===== src/design/psgfs_pkg.sv =====
// shared types, codes and constants of the psg frame sequencer
package psgfs_pkg;

   localparam int LENGTH_WIDTH_DEFAULT = 9;
   localparam int LEN_FIELD_W          = 9;
   localparam int FREQ_W               = 11;
   localparam int VOL_W                = 4;
   localparam int NUM_CHANNELS         = 4;
   localparam int NUM_ENVELOPES        = 3;

   localparam logic [2:0]       STEP_SWEEP_A = 3'd2;
   localparam logic [2:0]       STEP_SWEEP_B = 3'd6;
   localparam logic [2:0]       STEP_ENV     = 3'd7;
   localparam logic [VOL_W-1:0] VOL_MAX      = 4'hF;

   localparam logic [1:0] CH_SQUARE_A = 2'd0;
   localparam logic [1:0] CH_SQUARE_B = 2'd1;
   localparam logic [1:0] CH_WAVE     = 2'd2;
   localparam logic [1:0] CH_NOISE    = 2'd3;

   // channel served by each envelope unit
   localparam logic [1:0] ENV_CHANNEL [NUM_ENVELOPES] = '{CH_SQUARE_A, CH_SQUARE_B, CH_NOISE};

   typedef enum logic [2:0] {
      OP_TICK         = 3'd0,
      OP_LENGTH_LOAD  = 3'd1,
      OP_SWEEP_LOAD   = 3'd2,
      OP_ENV_LOAD     = 3'd3,
      OP_ENABLE_WRITE = 3'd4
   } psgfs_op_type;

   typedef struct packed {
      logic [2:0]             operation;
      logic [1:0]             channel;
      logic                   enable_bit;
      logic [LEN_FIELD_W-1:0] length_value;
      logic [FREQ_W-1:0]      frequency;
      logic [2:0]             sweep_shift;
      logic [2:0]             sweep_period;
      logic                   direction;
      logic [2:0]             envelope_period;
      logic [VOL_W-1:0]       start_volume;
   } psgfs_req_type;

   typedef struct packed {
      logic [NUM_CHANNELS-1:0] channel_enables;
      logic [FREQ_W-1:0]       sweep_frequency;
      logic [VOL_W-1:0]        volume_square_a;
      logic [VOL_W-1:0]        volume_square_b;
      logic [VOL_W-1:0]        volume_noise;
      logic [2:0]              sequencer_position;
   } psgfs_rsp_type;

   // per-request strobes to the units, already qualified by the request being processed
   typedef struct packed {
      logic tick_length;
      logic tick_sweep;
      logic tick_env;
      logic load_length;
      logic load_sweep;
      logic load_env;
      logic write_enable;
   } psgfs_ctrl_type;

endpackage


===== src/design/psg_frame_sequencer.sv =====
// top level of the psg frame sequencer: request register, decode, units, result register
//
// usage
//  - req channel: one request per accepted edge (req_valid high, req_stall low);
//    a request is a tick of the 512 Hz frame clock or a load of one unit
//  - rsp channel: exactly one response per request, in request order, carrying
//    channel enables, sweep frequency, three envelope volumes and the step
//    position as they stand after that request
//  - path: the request lands in the input register and from there runs through the
//    length, sweep and envelope logic into the result register
//  - throughput: one request per cycle while the response is not stalled, set by the single pass through the units
//  - a stalled response holds in the result register while the input register
//    still takes one more request; req_stall rises only when both are full
//  - reset (synchronous) clears both registers' valid flags, the step counter,
//    the channel enables and every unit's state; no response is pending after it
module psg_frame_sequencer
   import psgfs_pkg::*;
#(
   parameter int LENGTH_WIDTH = LENGTH_WIDTH_DEFAULT
) (
   input  logic          clock,
   input  logic          reset,
   input  logic          req_valid,
   output logic          req_stall,
   input  psgfs_req_type req_data,
   output logic          rsp_valid,
   input  logic          rsp_stall,
   output psgfs_rsp_type rsp_data
);

   // input register
   logic          in_valid_ff;
   logic          in_valid_in;
   psgfs_req_type in_ff;

   // result register
   logic          out_valid_ff;
   logic          out_valid_in;
   psgfs_rsp_type out_ff;
   psgfs_rsp_type out_in;

   // block state kept at this level
   logic [2:0]              seq_ff;
   logic [2:0]              seq_in;
   logic [NUM_CHANNELS-1:0] on_ff;
   logic [NUM_CHANNELS-1:0] on_in;

   logic                    out_free;
   logic                    fire;
   psgfs_ctrl_type          ctrl;
   logic [NUM_CHANNELS-1:0] len_expire;
   logic                    sweep_overflow;
   logic [FREQ_W-1:0]       sweep_freq_in;
   logic [VOL_W-1:0]        env_volume_in [NUM_ENVELOPES];
   logic [NUM_ENVELOPES-1:0] env_load;

   // result slot is free when empty or being drained this cycle
   assign out_free  = !out_valid_ff || !rsp_stall;
   assign fire      = in_valid_ff && out_free;
   assign req_stall = in_valid_ff && !out_free;

   assign in_valid_in  = req_stall ? in_valid_ff : req_valid;
   assign out_valid_in = fire || (out_valid_ff && rsp_stall);

   // request decode, strobes only while the request is processed
   always_comb begin
      ctrl = '0;
      if (fire) begin
         unique case (psgfs_op_type'(in_ff.operation))
            OP_TICK: begin
               ctrl.tick_length = ~seq_ff[0];
               ctrl.tick_sweep  = (seq_ff == STEP_SWEEP_A) || (seq_ff == STEP_SWEEP_B);
               ctrl.tick_env    = (seq_ff == STEP_ENV);
            end
            OP_LENGTH_LOAD:  ctrl.load_length  = 1'b1;
            OP_SWEEP_LOAD:   ctrl.load_sweep   = 1'b1;
            OP_ENV_LOAD:     ctrl.load_env     = 1'b1;
            OP_ENABLE_WRITE: ctrl.write_enable = 1'b1;
            default: ;  // unused codes leave the state alone
         endcase
      end
   end

   // step counter wraps naturally at eight steps
   assign seq_in = (fire && psgfs_op_type'(in_ff.operation) == OP_TICK) ? seq_ff + 3'd1
                                                                         : seq_ff;

   // channel enables: length expiry and sweep overflow only clear, the write sets or clears
   always_comb begin
      on_in = on_ff & ~len_expire;
      if (sweep_overflow) begin
         on_in[CH_SQUARE_A] = 1'b0;
      end
      if (ctrl.write_enable) begin
         on_in[in_ff.channel] = in_ff.enable_bit;
      end
   end

   psgfs_length #(
      .LENGTH_WIDTH (LENGTH_WIDTH)
   ) u_length (
      .clock        (clock),
      .reset        (reset),
      .ctrl         (ctrl),
      .channel      (in_ff.channel),
      .enable_bit   (in_ff.enable_bit),
      .length_value (in_ff.length_value),
      .expire       (len_expire)
   );

   psgfs_sweep u_sweep (
      .clock        (clock),
      .reset        (reset),
      .ctrl         (ctrl),
      .frequency    (in_ff.frequency),
      .sweep_shift  (in_ff.sweep_shift),
      .sweep_period (in_ff.sweep_period),
      .direction    (in_ff.direction),
      .freq_in      (sweep_freq_in),
      .overflow     (sweep_overflow)
   );

   // the wave channel has no envelope, its loads match no unit
   for (genvar e = 0; e < NUM_ENVELOPES; e++) begin : g_env
      assign env_load[e] = ctrl.load_env && (in_ff.channel == ENV_CHANNEL[e]);

      psgfs_envelope u_envelope (
         .clock           (clock),
         .reset           (reset),
         .tick            (ctrl.tick_env),
         .load            (env_load[e]),
         .direction       (in_ff.direction),
         .envelope_period (in_ff.envelope_period),
         .start_volume    (in_ff.start_volume),
         .volume_in       (env_volume_in[e])
      );
   end

   // response shows the state after this request
   always_comb begin
      out_in.channel_enables    = on_in;
      out_in.sweep_frequency    = sweep_freq_in;
      out_in.volume_square_a    = env_volume_in[0];
      out_in.volume_square_b    = env_volume_in[1];
      out_in.volume_noise       = env_volume_in[2];
      out_in.sequencer_position = seq_in;
   end

   // control registers
   always_ff @(posedge clock) begin
      if (reset) begin
         in_valid_ff  <= 1'b0;
         out_valid_ff <= 1'b0;
         seq_ff       <= '0;
         on_ff        <= '0;
      end else begin
         in_valid_ff  <= in_valid_in;
         out_valid_ff <= out_valid_in;
         seq_ff       <= seq_in;
         on_ff        <= on_in;
      end
   end

   // payload registers
   always_ff @(posedge clock) begin
      if (req_valid && !req_stall) begin
         in_ff <= req_data;
      end
      if (fire) begin
         out_ff <= out_in;
      end
   end

   assign rsp_valid = out_valid_ff;
   assign rsp_data  = out_ff;

`ifndef NO_ASSERTIONS
   // a processed request always leaves a response behind
   a_fire_fills_result: assert property (@(posedge clock) disable iff (reset)
      fire |=> out_valid_ff)
      else $error("processed request produced no response");

   // the step counter moves by exactly one on a processed tick
   a_seq_advance: assert property (@(posedge clock) disable iff (reset)
      (fire && ctrl.tick_length == ~seq_ff[0] && psgfs_op_type'(in_ff.operation) == OP_TICK)
      |=> seq_ff == $past(seq_ff) + 3'd1)
      else $error("step counter did not advance on tick");

   // sweep overflow leaves channel 0 disabled
   a_overflow_disables: assert property (@(posedge clock) disable iff (reset)
      sweep_overflow |=> !on_ff[CH_SQUARE_A])
      else $error("channel 0 still enabled after sweep overflow");

   // backpressure only with a full input register and a blocked result
   a_stall_cause: assert property (@(posedge clock) disable iff (reset)
      req_stall |-> (in_valid_ff && out_valid_ff && rsp_stall))
      else $error("request stalled without cause");
`endif

endmodule


===== src/design/psgfs_length.sv =====
// length counters of the four channels
module psgfs_length
   import psgfs_pkg::*;
#(
   parameter int LENGTH_WIDTH = LENGTH_WIDTH_DEFAULT
) (
   input  logic                    clock,
   input  logic                    reset,
   input  psgfs_ctrl_type          ctrl,
   input  logic [1:0]              channel,
   input  logic                    enable_bit,
   input  logic [LEN_FIELD_W-1:0]  length_value,
   output logic [NUM_CHANNELS-1:0] expire
);

   logic                    counting_ff [NUM_CHANNELS];
   logic                    counting_in [NUM_CHANNELS];
   logic [LENGTH_WIDTH-1:0] count_ff    [NUM_CHANNELS];
   logic [LENGTH_WIDTH-1:0] count_in    [NUM_CHANNELS];

   logic [LENGTH_WIDTH+LEN_FIELD_W-1:0] load_wide;
   logic [LENGTH_WIDTH-1:0]             load_count;

   // zero-extend then cut, so both narrower and wider counters work
   assign load_wide  = {{LENGTH_WIDTH{1'b0}}, length_value};
   assign load_count = load_wide[LENGTH_WIDTH-1:0];

   always_comb begin
      for (int c = 0; c < NUM_CHANNELS; c++) begin
         counting_in[c] = counting_ff[c];
         count_in[c]    = count_ff[c];
         expire[c]      = 1'b0;
         if (ctrl.tick_length && counting_ff[c]) begin
            if (count_ff[c] != '0) begin
               count_in[c] = count_ff[c] - 1'b1;
            end
            if (count_in[c] == '0) begin
               expire[c] = 1'b1;
            end
         end
      end
      if (ctrl.load_length) begin
         counting_in[channel] = enable_bit;
         count_in[channel]    = load_count;
      end
   end

   always_ff @(posedge clock) begin
      if (reset) begin
         for (int c = 0; c < NUM_CHANNELS; c++) begin
            counting_ff[c] <= 1'b0;
            count_ff[c]    <= '0;
         end
      end else begin
         for (int c = 0; c < NUM_CHANNELS; c++) begin
            counting_ff[c] <= counting_in[c];
            count_ff[c]    <= count_in[c];
         end
      end
   end

endmodule


===== src/design/psgfs_sweep.sv =====
// frequency sweep unit of channel 0
module psgfs_sweep
   import psgfs_pkg::*;
(
   input  logic              clock,
   input  logic              reset,
   input  psgfs_ctrl_type    ctrl,
   input  logic [FREQ_W-1:0] frequency,
   input  logic [2:0]        sweep_shift,
   input  logic [2:0]        sweep_period,
   input  logic              direction,
   output logic [FREQ_W-1:0] freq_in,
   output logic              overflow
);

   logic [FREQ_W-1:0] freq_ff;
   logic [FREQ_W-1:0] shadow_ff;
   logic [FREQ_W-1:0] shadow_in;
   logic [2:0]        shift_ff;
   logic [2:0]        shift_in;
   logic              subtract_ff;
   logic              subtract_in;
   logic [2:0]        period_ff;
   logic [2:0]        period_in;
   logic [2:0]        countdown_ff;
   logic [2:0]        countdown_in;
   logic              halted_ff;
   logic              halted_in;

   logic [FREQ_W-1:0] delta;
   logic [FREQ_W:0]   candidate;
   logic [2:0]        count_dec;

   assign delta     = shadow_ff >> shift_ff;
   // subtraction never goes below zero since delta <= shadow
   assign candidate = subtract_ff ? ({1'b0, shadow_ff} - {1'b0, delta})
                                  : ({1'b0, shadow_ff} + {1'b0, delta});
   assign count_dec = countdown_ff - 3'd1;

   always_comb begin
      freq_in      = freq_ff;
      shadow_in    = shadow_ff;
      shift_in     = shift_ff;
      subtract_in  = subtract_ff;
      period_in    = period_ff;
      countdown_in = countdown_ff;
      halted_in    = halted_ff;
      overflow     = 1'b0;
      if (ctrl.tick_sweep && period_ff != 3'd0 && !halted_ff) begin
         countdown_in = count_dec;
         if (count_dec == 3'd0) begin
            if (candidate[FREQ_W]) begin
               overflow  = 1'b1;
               halted_in = 1'b1;
            end else begin
               if (shift_ff != 3'd0) begin
                  freq_in   = candidate[FREQ_W-1:0];
                  shadow_in = candidate[FREQ_W-1:0];
               end
               countdown_in = period_ff;
            end
         end
      end
      if (ctrl.load_sweep) begin
         freq_in      = frequency;
         shadow_in    = frequency;
         shift_in     = sweep_shift;
         subtract_in  = direction;
         period_in    = sweep_period;
         countdown_in = sweep_period;
         halted_in    = 1'b0;
      end
   end

   always_ff @(posedge clock) begin
      if (reset) begin
         freq_ff      <= '0;
         shadow_ff    <= '0;
         shift_ff     <= '0;
         subtract_ff  <= 1'b0;
         period_ff    <= '0;
         countdown_ff <= '0;
         halted_ff    <= 1'b0;
      end else begin
         freq_ff      <= freq_in;
         shadow_ff    <= shadow_in;
         shift_ff     <= shift_in;
         subtract_ff  <= subtract_in;
         period_ff    <= period_in;
         countdown_ff <= countdown_in;
         halted_ff    <= halted_in;
      end
   end

endmodule


===== src/design/psgfs_envelope.sv =====
// one volume envelope unit
module psgfs_envelope
   import psgfs_pkg::*;
(
   input  logic             clock,
   input  logic             reset,
   input  logic             tick,
   input  logic             load,
   input  logic             direction,
   input  logic [2:0]       envelope_period,
   input  logic [VOL_W-1:0] start_volume,
   output logic [VOL_W-1:0] volume_in
);

   logic [2:0]       period_ff;
   logic [2:0]       period_in;
   logic             up_ff;
   logic             up_in;
   logic [2:0]       countdown_ff;
   logic [2:0]       countdown_in;
   logic [VOL_W-1:0] volume_ff;
   logic [2:0]       count_dec;

   assign count_dec = countdown_ff - 3'd1;

   always_comb begin
      period_in    = period_ff;
      up_in        = up_ff;
      countdown_in = countdown_ff;
      volume_in    = volume_ff;
      if (tick && period_ff != 3'd0) begin
         countdown_in = count_dec;
         if (count_dec == 3'd0) begin
            countdown_in = period_ff;
            if (up_ff) begin
               if (volume_ff != VOL_MAX) begin
                  volume_in = volume_ff + 1'b1;
               end
            end else if (volume_ff != '0) begin
               volume_in = volume_ff - 1'b1;
            end
         end
      end
      if (load) begin
         period_in    = envelope_period;
         up_in        = direction;
         countdown_in = envelope_period;
         volume_in    = start_volume;
      end
   end

   always_ff @(posedge clock) begin
      if (reset) begin
         period_ff    <= '0;
         up_ff        <= 1'b0;
         countdown_ff <= '0;
         volume_ff    <= '0;
      end else begin
         period_ff    <= period_in;
         up_ff        <= up_in;
         countdown_ff <= countdown_in;
         volume_ff    <= volume_in;
      end
   end

endmodule


===== config.mk =====
export PLATFORM = sky130hd
export DESIGN_NAME = psg_frame_sequencer
export DESIGN_NICKNAME = d
export VERILOG_FILES = /design/src/design/psgfs_pkg.sv /design/src/design/psg_frame_sequencer.sv /design/src/design/psgfs_length.sv /design/src/design/psgfs_sweep.sv /design/src/design/psgfs_envelope.sv
export SDC_FILE = /design/constraint.sdc
export NUM_CORES = 1
export LEC_CHECK = 0
export BUFFER_PORTS_ARGS = -buffer_cell sky130_fd_sc_hd__buf_2
export CORE_AREA = 2 2 131 133
export DETAILED_ROUTE_END_ITERATION = 16
export DIE_AREA = 0 0 133 135
export HOLD_SLACK_MARGIN = 0.12
export PLACE_DENSITY = 0.9
export SLEW_MARGIN = 20
export SYNTH_ARGS = -nofsm -noshare
export SYNTH_HDL_FRONTEND = slang
export SYNTH_SLANG_ARGS = --single-unit

===== constraint.sdc =====
create_clock -name clock -period 6.3 [get_ports clock]
set_clock_uncertainty 0.2 [all_clocks]
set_input_delay 1.26 -clock clock [delete_from_list [all_inputs] [get_ports clock]]
set_output_delay 1.26 -clock clock [all_outputs]
set_load 0.1 [all_outputs]

==> summary.md <==
| Metric | Value |
|---|---|
| Status | `completed` |
| Number of vias per cell | `around 6.2` |
| Power per cell area | `roughly 260 mW/mm^2` |
| Clock transition at path regs | `70 ps` |
| TNS Setup | `0 ps` |
| Clock sinks | `185` |
| Initial antenna violation count | `0` |
| Yosys cell types | `76` |
| Row Count | `47` |
| H-tree depth | `4` |
| First-pass GRT wire length | `roughly 39000 um` |
| Setup crit start kind | `flop` |
| Post-synthesis cell area | `approximately 0.010 mm^2` |
| Crit path max fanout | `22` |
| GRT Total Usage | `0.2723` |
| Nets | `approximately 1.2k` |
| Reg2Reg Setup Slack | `roughly 1100 ps` |
| Worst Path Arrival | `5120 ps` |
| Yosys Warn Count | `0` |
| Worst Setup SP | `u_sweep.shift_ff[0]` |
| Cell taking the most area after synthesis | `dfxtp_1` |
| # IOs | `76` |
| Synth top area cells | `dfxtp_1 (23%), edfxtp_1 (21%), nand2_1 (4.8%)` |
| WS Path Type | `reg -> reg` |
| TritonCTS clock tree | `yes` |
| Port bufs | `between 70 and 80` |
| DRC | `0` |
| CP Capture Point | `rsp_data[18]` |
| Setup violators final | `0` |
| Worst R2R Path Depth | `16` |
| RSZ-0062 raised after global routing | `no` |
| Synth top cells by count | `nand2_1 (126), nor2_1 (121), dfxtp_1 (115), a21oi_1 (82), edfxtp_1 (70)` |
| R2R Path End | `rsp_data[18]` |
| Number of enable flip-flop cells after synthesis | `70` |
| Hold Vio Cnt, Final | `0` |
| Fraction of layout cells with a size suffix above 1 | `0.1190` |
| Dpl hpwl | `between 15000 and 20000 um` |
| Hold Path Class | `reg -> reg` |
| Syn_area_per_cell | `8.912 um^2` |
| Max Cap Viol | `0` |
| Slew headroom | `0.3193` |
| Hold_buf cts | `0` |
| Hold slack | `between 200 and 300 ps` |
| Worst vdd ir | `~0.3 mV` |
| TritonCTS Buffers | `17` |
| Cell count after synthesis | `roughly 1.1k` |
| Root buf cell | `clkbuf_16` |
| Largest net degree at the start of global routing | `93` |
| Core area | `0.01641 mm^2` |
| First-pass detailed-route iteration total | `6` |
| Starting Density | `0.6067` |
| # Post-CTS Setup Buffers | `0` |
| Synthesized Nets | `about 1.2k` |
| Via count | `between 8k and 9k` |
| Overall Power | `between 2000 and 3000 uW` |
| Wire length per cell | `roughly 17 um` |
| Routed WL | `around 24000 um` |
| Die W | `around 130 um` |
| Die Y | `about 140 um` |
| Count leader, synth | `nand2_1` |
| Register area share after synthesis | `0.4424` |
| RR Startpoint | `u_sweep.shift_ff[0]` |
| Post-synth top flop | `dfxtp_1` |
| Number of global-route vias before repair | `~8.2k` |
| Post-place setup slack | `1437 ps` |
| Tmin final | `between 5000 and 6000 ps` |
| Leak Pwr | `approximately 0.0041 uW` |
| Top achievable clock speed | `just under 200 MHz` |
| Synth top area share | `0.2313` |
| Die area | `0.01796 mm^2` |
| Ant diodes | `0` |
| Period utilisation layout | `0.8186` |
| Total gr overflow | `0` |
| Deepest clock path buffer count | `2` |
| Flops & latches, synth | `~190` |
| Min setup slack post-route | `approximately 1100 ps` |
| Cts repair resizes | `0` |
| Routability Congestion | `1.014` |
| Number of DRC markers in iteration 0 | `between 800 and 900` |
| Worst Path Required | `between 6000 and 7000 ps` |
| CP Capture Type | `flop` |
| Slew Limit Fails | `0` |
| Synth-to-Final Area Change | `11.15%` |
| Clock insertion delay at the later pin of the skew report | `about 430 ps` |
| Least-Margin Pin Slew | `1021 ps` |
| Hold wc startpoint | `g_env[1].u_envelope.period_ff[2]` |
| Routed Antenna Nets | `0` |
| Placed cells | `1364` |
| Finished Layout Cells | `around 1.4k` |
| Asr flop ratio synth | `0` |
==> area by class of cell <==
class                      instances  area [um^2]
inverter                          46        172.7
sequential                       185         4404
clock inverter                    12        186.4
clock buffer                      20        436.7
timing repair buffer              83        435.4
multi-input combinational        830         5154
tap                              220        275.3
fill                            1201         5343
==> how the worst min path moves through the flow <==
stage	end	slack, ps	cells past startpoint
detailed placement	g_env[1].u_envelope.period_ff[2]	260	2
global route	g_env[0].u_envelope.period_ff[0]	290	2
CTS	g_env[1].u_envelope.period_ff[2]	270	2
floorplan	u_length.counting_ff[1]	240	2
global placement	u_length.counting_ff[1]	240	2
finish	g_env[1].u_envelope.period_ff[2]	280	2
==> state kept, by name (all words and copies together) (netlist names) <==
| register | count |
|---|---|
| u_length.counting_ff | 4 |
| seq_ff | 3 |
| u_sweep.period_ff | 3 |
| g_env.u_envelope.up_ff | 3 |
| on_ff | 4 |
| u_length.count_ff | 36 |
| in_ff | 40 |
| u_sweep.halted_ff | 1 |
| g_env.u_envelope.countdown_ff | 9 |
| rsp_data | 30 |
| g_env.u_envelope.volume_ff | 12 |
| u_sweep.subtract_ff | 1 |
| u_sweep.shadow_ff | 11 |
| u_sweep.freq_ff | 11 |
| u_sweep.shift_ff | 3 |
| rsp_valid | 1 |
| u_sweep.countdown_ff | 3 |
| in_valid_ff | 1 |
| g_env.u_envelope.period_ff | 9 |
==> where the power goes <==
part	internal [uW]	leakage, uW	switching, uW
logic	121	0.00219	251
registers	1280	0.00160	38.0
clock network	672	0.000304	475
total	2080	0.00410	764
==> kinds of logic after synthesis <==
kind of cell / share of synthesized area
fa+ha+maj: 0.04349
flops: 0.4424
compound gates: 0.1683
buf+inv: 0.04123
xor+xnor: 0.04839
simple gates: 0.2177
mux: 0.03846
==> through the flow <==
| step | util | area [um^2] |
|---|---|---|
| after floorplan | - | 9955 |
| after global placement | 0.6364 | 10440 |
| after detailed placement | 0.6364 | 10440 |
| after CTS | 0.6744 | 11060 |
| after global routing | 0.6744 | 11060 |
| final | 0.6744 | 11060 |
==> placed cells by master, fill, tap and decap left out, drive strengths merged, types with 16 or more instances in the layout <==
master	Yosys	routed
nand2	126	126
nor2	121	121
dfxtp	115	115
buf	14	83
a21oi	82	82
edfxtp	70	70
inv	45	50
nand3	41	41
a211oi	41	41
nor3	39	39
o21ai	37	37
ha	33	33
xnor2	31	31
xor2	24	24
mux2i	21	21
and2	21	21
clkbuf	42	20
or3	19	19
a31oi	16	16
nor4	16	16
==> critical path, stage by stage, from the launching register on <==
cell	delay, ps
dfxtp_1	770
inv_2	250
mux2i_1	290
a21oi_1	160
ha_1	280
and3_1	160
and3_1	200
a21oi_1	200
xnor2_1	100
ha_1	360
nand2_1	80
a211o_1	320
a31oi_1	450
nand2_1	200
mux2_4	390
nor3_1	360
a211oi_1	110
==> routing by layer <==
metal | global-route usage | vias up | share of wire
li1 | - | 4129 | -
met1 | 0.3385 | 4028 | 0.40
met2 | 0.4585 | 441 | 0.48
met3 | 0.05330 | 96 | 0.078
met4 | 0.1302 | 0 | 0.043
met5 | 0 | - | 0
No activity file was read; power rests on OpenSTA's default activity.
